==> config.mk <==
export PLATFORM = sky130hd
export DESIGN_NAME = sprite_tile_command_expander_core
export DESIGN_NICKNAME = d
export VERILOG_FILES = /design/src/rtl/stce_pkg.sv /design/src/rtl/stce_ctrl.sv /design/src/rtl/stce_datapath.sv /design/src/rtl/sprite_tile_command_expander_core.sv
export SDC_FILE = /design/constraint.sdc
export NUM_CORES = 1
export LEC_CHECK = 0
export ABC_AREA = 1
export BUFFER_PORTS_ARGS = -buffer_cell sky130_fd_sc_hd__buf_2
export CORE_ASPECT_RATIO = 0.7
export CORE_UTILIZATION = 55
export CTS_BUF_LIST = sky130_fd_sc_hd__clkbuf_4 sky130_fd_sc_hd__clkbuf_8
export CTS_CLUSTER_SIZE = 25
export DETAILED_ROUTE_END_ITERATION = 10
export PLACE_DENSITY = 0.88
export SETUP_SLACK_MARGIN = 0.2
export SYNTH_ARGS = -nofsm -noshare
export SYNTH_HDL_FRONTEND = slang
export SYNTH_SLANG_ARGS = --single-unit
==> constraint.sdc <==
create_clock -name clk_i -period 4.82 [get_ports clk_i]
set_input_delay 0.723 -clock clk_i [delete_from_list [all_inputs] [get_ports clk_i]]
set_output_delay 0.723 -clock clk_i [all_outputs]
set_load 0.05 [all_outputs]
==> src/rtl/stce_pkg.sv <==
package stce_pkg;

  // Counter limit: MAX_SPRITES, clipped to what nine bits can hold
  localparam int unsigned MAX_SPRITES = 256;
  localparam int unsigned CNT_W       = 9;
  localparam int unsigned CAP_INT     = (MAX_SPRITES > 511) ? 511 : MAX_SPRITES;
  localparam logic [CNT_W-1:0] COUNT_CAP = CNT_W'(CAP_INT);

  // Configuration register indexes
  localparam int unsigned CFG_IDX_W = 2;
  localparam logic [CFG_IDX_W-1:0] CFG_PRIORITY_SELECT   = 2'd0;
  localparam logic [CFG_IDX_W-1:0] CFG_ALT_COLOUR_SOURCE = 2'd1;

  // Attribute word fields
  localparam int unsigned ATTR_FLIP_X = 0;
  localparam int unsigned ATTR_FLIP_Y = 1;
  localparam int unsigned ATTR_ENABLE = 2;
  localparam logic [7:0]  COLOUR_BASE = 8'h80;

  typedef enum logic [1:0] {
    ST_IDLE = 2'b01,
    ST_EMIT = 2'b10
  } stce_state_e;

  // Controller to datapath
  typedef struct packed {
    logic load;
    logic step;
  } stce_cmd_t;

  // Datapath to controller
  typedef struct packed {
    logic last;
  } stce_stat_t;

endpackage

==> src/rtl/stce_ctrl.sv <==
module stce_ctrl
  import stce_pkg::*;
(
  input  logic       clk_i,
  input  logic       rst_ni,
  input  logic       in_valid_i,
  output logic       in_ready_o,
  output logic       out_valid_o,
  input  logic       out_ready_i,
  input  stce_stat_t stat_i,
  output stce_cmd_t  cmd_o
);

  stce_state_e state_q, state_d;

  // Sequence: take one request, then hand out its results one by one
  always_comb begin
    state_d     = state_q;
    in_ready_o  = 1'b0;
    out_valid_o = 1'b0;
    cmd_o       = '0;
    unique case (state_q)
      ST_IDLE: begin
        in_ready_o = 1'b1;
        if (in_valid_i) begin
          cmd_o.load = 1'b1;
          state_d    = ST_EMIT;
        end
      end
      ST_EMIT: begin
        out_valid_o = 1'b1;
        if (out_ready_i) begin
          if (stat_i.last) begin
            state_d = ST_IDLE;
          end else begin
            cmd_o.step = 1'b1;
          end
        end
      end
      default: begin
        state_d = ST_IDLE;
      end
    endcase
  end

  always_ff @(posedge clk_i or negedge rst_ni) begin
    if (!rst_ni) begin
      state_q <= ST_IDLE;
    end else begin
      state_q <= state_d;
    end
  end

`ifndef SYNTH
  a_no_overlap: assert property (@(posedge clk_i) disable iff (!rst_ni)
    !(in_ready_o && out_valid_o))
    else $error("input ready while a result is pending");

  a_load_emits: assert property (@(posedge clk_i) disable iff (!rst_ni)
    (in_valid_i && in_ready_o) |=> out_valid_o)
    else $error("accepted request produced no result");

  a_last_frees: assert property (@(posedge clk_i) disable iff (!rst_ni)
    (out_valid_o && out_ready_i && stat_i.last) |=> in_ready_o)
    else $error("block not idle after final result");
`endif

endmodule

==> src/rtl/stce_datapath.sv <==
module stce_datapath
  import stce_pkg::*;
(
  input  logic                 clk_i,
  input  logic                 rst_ni,
  input  logic                 cfg_we_i,
  input  logic [CFG_IDX_W-1:0] cfg_idx_i,
  input  logic [1:0]           cfg_data_i,
  input  stce_cmd_t            cmd_i,
  output stce_stat_t           stat_o,
  input  logic [15:0]          attr_word_i,
  input  logic [15:0]          code_word_i,
  input  logic [15:0]          size_word_i,
  input  logic [15:0]          ypos_word_i,
  input  logic [15:0]          xpos_word_i,
  input  logic                 frame_start_i,
  output logic                 draw_valid_o,
  output logic [16:0]          tile_code_o,
  output logic [7:0]           palette_colour_o,
  output logic [16:0]          tile_x_o,
  output logic [16:0]          tile_y_o,
  output logic                 flip_horizontal_o,
  output logic                 flip_vertical_o,
  output logic [CNT_W-1:0]     matched_total_o,
  output logic                 last_of_run_o
);

  logic [1:0]       prio_q;
  logic             alt_q;
  logic [CNT_W-1:0] cnt_q, cnt_d;
  logic [15:0]      code_q, xpos_q, ypos_q;
  logic [3:0]       colour_q;
  logic [2:0]       size_m1_q, size_m1_d;
  logic             fx_q, fy_q, empty_q;
  logic [2:0]       row_q, row_d, col_q, col_d;
  logic             match;
  logic [CNT_W-1:0] cnt_base;
  logic [2:0]       cx, cy;
  logic [5:0]       morton;
  logic             last;

  // Configuration registers
  always_ff @(posedge clk_i or negedge rst_ni) begin
    if (!rst_ni) begin
      prio_q <= '0;
      alt_q  <= 1'b0;
    end else if (cfg_we_i) begin
      if (cfg_idx_i == CFG_PRIORITY_SELECT) begin
        prio_q <= cfg_data_i;
      end else if (cfg_idx_i == CFG_ALT_COLOUR_SOURCE) begin
        alt_q <= cfg_data_i[0];
      end
    end
  end

  // Match test and matched count update
  assign match    = attr_word_i[ATTR_ENABLE] && (attr_word_i[5:4] == prio_q);
  assign cnt_base = frame_start_i ? '0 : cnt_q;
  always_comb begin
    cnt_d = cnt_base;
    if (match && (cnt_base < COUNT_CAP)) begin
      cnt_d = cnt_base + CNT_W'(1);
    end
  end

  always_ff @(posedge clk_i or negedge rst_ni) begin
    if (!rst_ni) begin
      cnt_q <= '0;
    end else if (cmd_i.load) begin
      cnt_q <= cnt_d;
    end
  end

  // Size in tiles minus one
  always_comb begin
    unique case (size_word_i[1:0])
      2'd0:    size_m1_d = 3'd0;
      2'd1:    size_m1_d = 3'd1;
      2'd2:    size_m1_d = 3'd3;
      default: size_m1_d = 3'd7;
    endcase
  end

  // Hold the sprite fields for the whole run
  always_ff @(posedge clk_i) begin
    if (cmd_i.load) begin
      code_q    <= code_word_i;
      xpos_q    <= xpos_word_i;
      ypos_q    <= ypos_word_i;
      colour_q  <= alt_q ? attr_word_i[7:4] : size_word_i[7:4];
      size_m1_q <= size_m1_d;
      fx_q      <= attr_word_i[ATTR_FLIP_X];
      fy_q      <= attr_word_i[ATTR_FLIP_Y];
      empty_q   <= !match;
    end
  end

  // Advance the row-major tile position
  always_comb begin
    row_d = row_q;
    col_d = col_q;
    if (cmd_i.load) begin
      row_d = '0;
      col_d = '0;
    end else if (cmd_i.step) begin
      if (col_q == size_m1_q) begin
        col_d = '0;
        row_d = row_q + 3'd1;
      end else begin
        col_d = col_q + 3'd1;
      end
    end
  end

  always_ff @(posedge clk_i or negedge rst_ni) begin
    if (!rst_ni) begin
      row_q <= '0;
      col_q <= '0;
    end else begin
      row_q <= row_d;
      col_q <= col_d;
    end
  end

  // Form the current command
  assign cx     = fx_q ? (size_m1_q ^ col_q) : col_q;
  assign cy     = fy_q ? (size_m1_q ^ row_q) : row_q;
  assign morton = {row_q[2], col_q[2], row_q[1], col_q[1], row_q[0], col_q[0]};
  assign last   = empty_q || ((row_q == size_m1_q) && (col_q == size_m1_q));

  assign stat_o.last       = last;
  assign draw_valid_o      = !empty_q;
  assign tile_code_o       = empty_q ? '0 : ({1'b0, code_q} + {11'b0, morton});
  assign palette_colour_o  = empty_q ? '0 : (COLOUR_BASE | {4'b0, colour_q});
  assign tile_x_o          = empty_q ? '0 : ({1'b0, xpos_q} + {11'b0, cx, 3'b0});
  assign tile_y_o          = empty_q ? '0 : ({1'b0, ypos_q} + {11'b0, cy, 3'b0});
  assign flip_horizontal_o = !empty_q && fx_q;
  assign flip_vertical_o   = !empty_q && fy_q;
  assign matched_total_o   = cnt_q;
  assign last_of_run_o     = last;

`ifndef SYNTH
  a_cnt_capped: assert property (@(posedge clk_i) disable iff (!rst_ni)
    cnt_q <= COUNT_CAP)
    else $error("matched counter beyond its limit");
`endif

endmodule

==> src/rtl/sprite_tile_command_expander_core.sv <==
// Channel   Dir  Content
// s_axis    in   tdata: attr, code, size, ypos, xpos words; tuser: frame_start
// m_axis    out  tdata: tile command; tuser: draw_valid; tlast: last_of_run
// cfg       in   register writes: priority_select, alt_colour_source
//
// A request is taken, then its results follow one per cycle while m_axis is ready:
// S*S results for a matching sprite (1 to 64), one empty result otherwise.
// One request is in flight at a time; the tile row/column counter sets the rate.
// Reset (asynchronous, active low) clears state, settings, tile position, count.
// A stall on m_axis holds the current result; s_axis is not ready until the
// last result of a request has been taken.
module sprite_tile_command_expander_core
  import stce_pkg::*;
(
  input  logic                 clk_i,
  input  logic                 rst_ni,
  input  logic                 s_axis_tvalid,
  output logic                 s_axis_tready,
  // attr_word[15:0], code_word[31:16], size_word[47:32], ypos_word[63:48],
  // xpos_word[79:64]
  input  logic [79:0]          s_axis_tdata,
  // frame_start[0]
  input  logic                 s_axis_tuser,
  output logic                 m_axis_tvalid,
  input  logic                 m_axis_tready,
  // tile_code[16:0], palette_colour[24:17], tile_x[41:25], tile_y[58:42],
  // flip_horizontal[59], flip_vertical[60], matched_total[69:61], zero[71:70]
  output logic [71:0]          m_axis_tdata,
  // draw_valid[0]
  output logic                 m_axis_tuser,
  output logic                 m_axis_tlast,
  input  logic                 cfg_we_i,
  input  logic [CFG_IDX_W-1:0] cfg_idx_i,
  input  logic [1:0]           cfg_data_i
);

  stce_cmd_t        cmd;
  stce_stat_t       stat;
  logic [16:0]      tile_code, tile_x, tile_y;
  logic [7:0]       palette_colour;
  logic             flip_h, flip_v;
  logic [CNT_W-1:0] matched_total;

  stce_ctrl u_ctrl (
    .clk_i       (clk_i),
    .rst_ni      (rst_ni),
    .in_valid_i  (s_axis_tvalid),
    .in_ready_o  (s_axis_tready),
    .out_valid_o (m_axis_tvalid),
    .out_ready_i (m_axis_tready),
    .stat_i      (stat),
    .cmd_o       (cmd)
  );

  stce_datapath u_datapath (
    .clk_i             (clk_i),
    .rst_ni            (rst_ni),
    .cfg_we_i          (cfg_we_i),
    .cfg_idx_i         (cfg_idx_i),
    .cfg_data_i        (cfg_data_i),
    .cmd_i             (cmd),
    .stat_o            (stat),
    .attr_word_i       (s_axis_tdata[15:0]),
    .code_word_i       (s_axis_tdata[31:16]),
    .size_word_i       (s_axis_tdata[47:32]),
    .ypos_word_i       (s_axis_tdata[63:48]),
    .xpos_word_i       (s_axis_tdata[79:64]),
    .frame_start_i     (s_axis_tuser),
    .draw_valid_o      (m_axis_tuser),
    .tile_code_o       (tile_code),
    .palette_colour_o  (palette_colour),
    .tile_x_o          (tile_x),
    .tile_y_o          (tile_y),
    .flip_horizontal_o (flip_h),
    .flip_vertical_o   (flip_v),
    .matched_total_o   (matched_total),
    .last_of_run_o     (m_axis_tlast)
  );

  // Pack the result word
  assign m_axis_tdata = {2'b00, matched_total, flip_v, flip_h, tile_y, tile_x,
                         palette_colour, tile_code};

endmodule

==> flow_metrics.tcl <==
set metrics [dict create \
    placed_area_sq_mm 0.005243 \
    async_flop_share 0.2564 \
    worstMarginPinSlew_ns 0.9047 \
    maxCapViolCount 0 \
    critPathRequiredTime_ns 4.10 \
    netlist_area_sq_mm 0.004482 \
    rows 27 \
    antenna_found_initial 0 \
    die_h_microns 77.53 \
    io_buffers 141 \
    r2r_start "u_ctrl.state_q[0]" \
    p_int_mw 1.536 \
    clock.fmax_mhz 264.7 \
    hold_class "primary input to asynchronous set/reset pin" \
    routed_via_density 5.251 \
    place.detailed.hpwl_microns 7870 \
    ys_seq_area_frac 0.5006 \
    ant_nets 0 \
    grt_pass1_vias 3779 \
    die-area_sq_mm 0.008520 \
    rr_endpoint "u_datapath.xpos_q[2]" \
    power_density_mw_per_mm2 494.9 \
    htree_levels 3 \
    skew_ns 0.01272 \
    clk_pin_slew_worst_paths_ns 0.08 \
    min_period_over_period 0.7839 \
    grt_usage 0.2585 \
    drtIter0Drc 258 \
    ys_ff_latch 78 \
    via_count 4033 \
    wl_microns 10640 \
    critical_path_class "flip-flop to output pin" \
    area_delta_synth_final_pct 22.42 \
    synth_edf_count 58 \
    post_cts_buffers 0 \
    avgRoutedWirePerCell_microns 13.85 \
    post_cts_resized 0 \
    postCtsHoldBufs 0 \
    p_switching_mw 1.179 \
    fin_crit_ns 3.778 \
    num_antenna_cells 0 \
    grt_max_degree 37 \
    cts_sinks 78 \
    clockPowerShare 0.220 \
    layout_commonest_cell "buf_2" \
    synth_top_flop_cell "edfxtp_1" \
    setup_violations 0 \
    maxSlewViolCount 0 \
    cp-end-kind "output pin" \
    multi_input_area_sq_mm 0.001878 \
    hold_viol_final 0 \
    numCtsBuffers 9 \
    clockBufferDepth 2 \
    io_pins 166 \
    die_x_microns 109.9 \
    mostFrequentLayoutCells "buf_2 (141), nand2_1 (126), nor2_1 (77)" \
    syn_avg_cell_area_sq_um 8.619 \
    combPwrFrac 0.410 \
    final_area_sq_mm 0.005487 \
    crit_fanout 5 \
    ir_drop_v 0.0003673 \
    p_leak_nw 2.767 \
    cts-root-buf "clkbuf_8" \
    synth_cells 520 \
    insertion_delay_ns 0.36 \
    drc 0 \
    p_sw_frac 0.4343 \
    ff2ff_path_depth 5 \
    tns_ns 0 \
    cp.arrival_ns 3.06 \
    yosysUniqueCellTypes 39 \
    seq_area_sq_mm 0.002243 \
    rsz0062_at_grt "false" \
    start_util 0.5694 \
    r2r_setup_slack_ns 2.45 \
    status "complete, no violations" \
    cp-start-kind "flip-flop" \
    fill_cells 600 \
    drive_gt1_frac 0.2714 \
    slew_headroom 0.3931 \
    final_nets 770 \
    cts_tree "built" \
    gp_congestion 0.8617 \
    gr-total-overflow 0 \
    p_seq_frac 0.370 \
    core_region_area_sq_mm 0.007871 \
    grt_pass1_wl_microns 16780 \
    whs_ns 0.3219 \
    yosysWarnings 0 \
    first_pass_iters 7 \
]
## worst max path at each step
| stage | from | end | slack (ns) | depth (start not counted) |
|---|---|---|---|---|
| final | u_datapath.col_q[1] | m_axis_tdata[40] | 1.04 | 16 |
| after global routing | u_datapath.col_q[1] | m_axis_tdata[40] | 0.88 | 16 |
| after CTS | u_datapath.col_q[1] | m_axis_tdata[40] | 1.07 | 16 |
| after detailed placement | u_datapath.col_q[1] | m_axis_tdata[40] | 1.53 | 16 |
| after global placement | u_datapath.row_q[0] | m_axis_tdata[57] | 1.73 | 16 |
| after floorplan | u_datapath.row_q[0] | m_axis_tdata[53] | 1.32 | 12 |
## stage by stage
stage	setup slack (ns)	utilization	power (mW)	cells
after detailed placement	1.533	0.6660	2.127	752
after global placement	1.727	0.6660	2.075	752
final	1.042	0.6970	2.715	768
after floorplan	1.316	-	1.852	524
after global routing	0.8793	0.6970	2.873	768
after CTS	1.069	0.6970	2.731	768
## cell usage after synthesis (2+ instances only)
cell type    n  area share
clkbuf_1     6      0.0050
nand2_1    126        0.11
a31oi_1      5      0.0070
nor2_2       2      0.0028
nand2_2      3      0.0042
xnor2_1      9       0.018
a21oi_1     16       0.018
inv_1       71       0.059
nand4_1      7      0.0098
o21ai_0     20       0.022
xor2_1       8       0.016
nand3_1     24       0.027
nor3_1      16       0.018
dfrtp_1     19        0.11
buf_4        9       0.015
o21ai_2      2      0.0039
nand2_4      2      0.0050
ha_1        15       0.042
fa_1         3       0.013
nor2_1      77       0.064
edfxtp_1    58        0.39
mux2_2       5       0.013
## final cells by class
class	count	area share
sequential	78	0.4089
multi-input combinational	357	0.3423
timing repair buffer	143	0.1314
inverter	73	0.04994
tap	101	0.02303
clock buffer	9	0.02258
clock inverter	7	0.02189
## sequential cells by signal (all words and copies together), names as in the netlist
| name | cells |
|---|---|
| u_datapath.code_q | 16 |
| u_datapath.xpos_q | 16 |
| u_datapath.ypos_q | 16 |
| u_datapath.matched_total_o | 9 |
| u_datapath.colour_q | 4 |
| u_datapath.col_q | 3 |
| u_datapath.row_q | 3 |
| u_datapath.size_m1_q | 3 |
| u_ctrl.state_q | 2 |
| u_datapath.prio_q | 2 |
| u_datapath.alt_q | 1 |
| u_datapath.empty_q | 1 |
| u_datapath.fx_q | 1 |
| u_datapath.fy_q | 1 |
## worst max-delay path, stage by stage (launching register included)
cell and delay [ns]:
dfrtp_1 0.46, inv_1 0.10, nand2_1 0.08, nand2_1 0.07, o21ai_0 0.39, fa_1 0.31, nand3_1 0.12, nand2_1 0.08
nand2_1 0.07, nor2_1 0.14, nand2_1 0.11, nor2_1 0.17, nand2_1 0.10, nand2_1 0.07, nand2_1 0.05, nor2_1 0.10
buf_2 0.26
## metal layers
layer,track usage,share of wire,up-vias
met5,0,0,-
met4,0.08667,0.011,0
met3,0.09328,0.10,12
met2,0.4331,0.48,189
met1,0.3059,0.41,1873
li1,-,-,1959
## cell families (layout without fill, tap and decap cells)
group	Yosys count	in the layout	share of synthesized area
other	1	5	0.0008367
flip-flops	78	78	0.5006
buffers and inverters	89	232	0.08375
adder cells (fa/ha/maj)	18	18	0.05528
XOR/XNOR	18	18	0.03685
multiplexers	5	5	0.01256
AO/OA/AOI/OAI	47	47	0.05807
AND/OR/NAND/NOR	264	264	0.2521
## power by group through the flow
stage	registers (mW)	clock network (mW)	logic, mW
finish	1.01	0.598	1.11
global route	1.02	0.634	1.22
CTS	1.00	0.614	1.11
detailed placement	1.02	0	1.11
global placement	1.00	0	1.07
floorplan	1.01	0	0.841
Power figures use the tool's default switching activity.
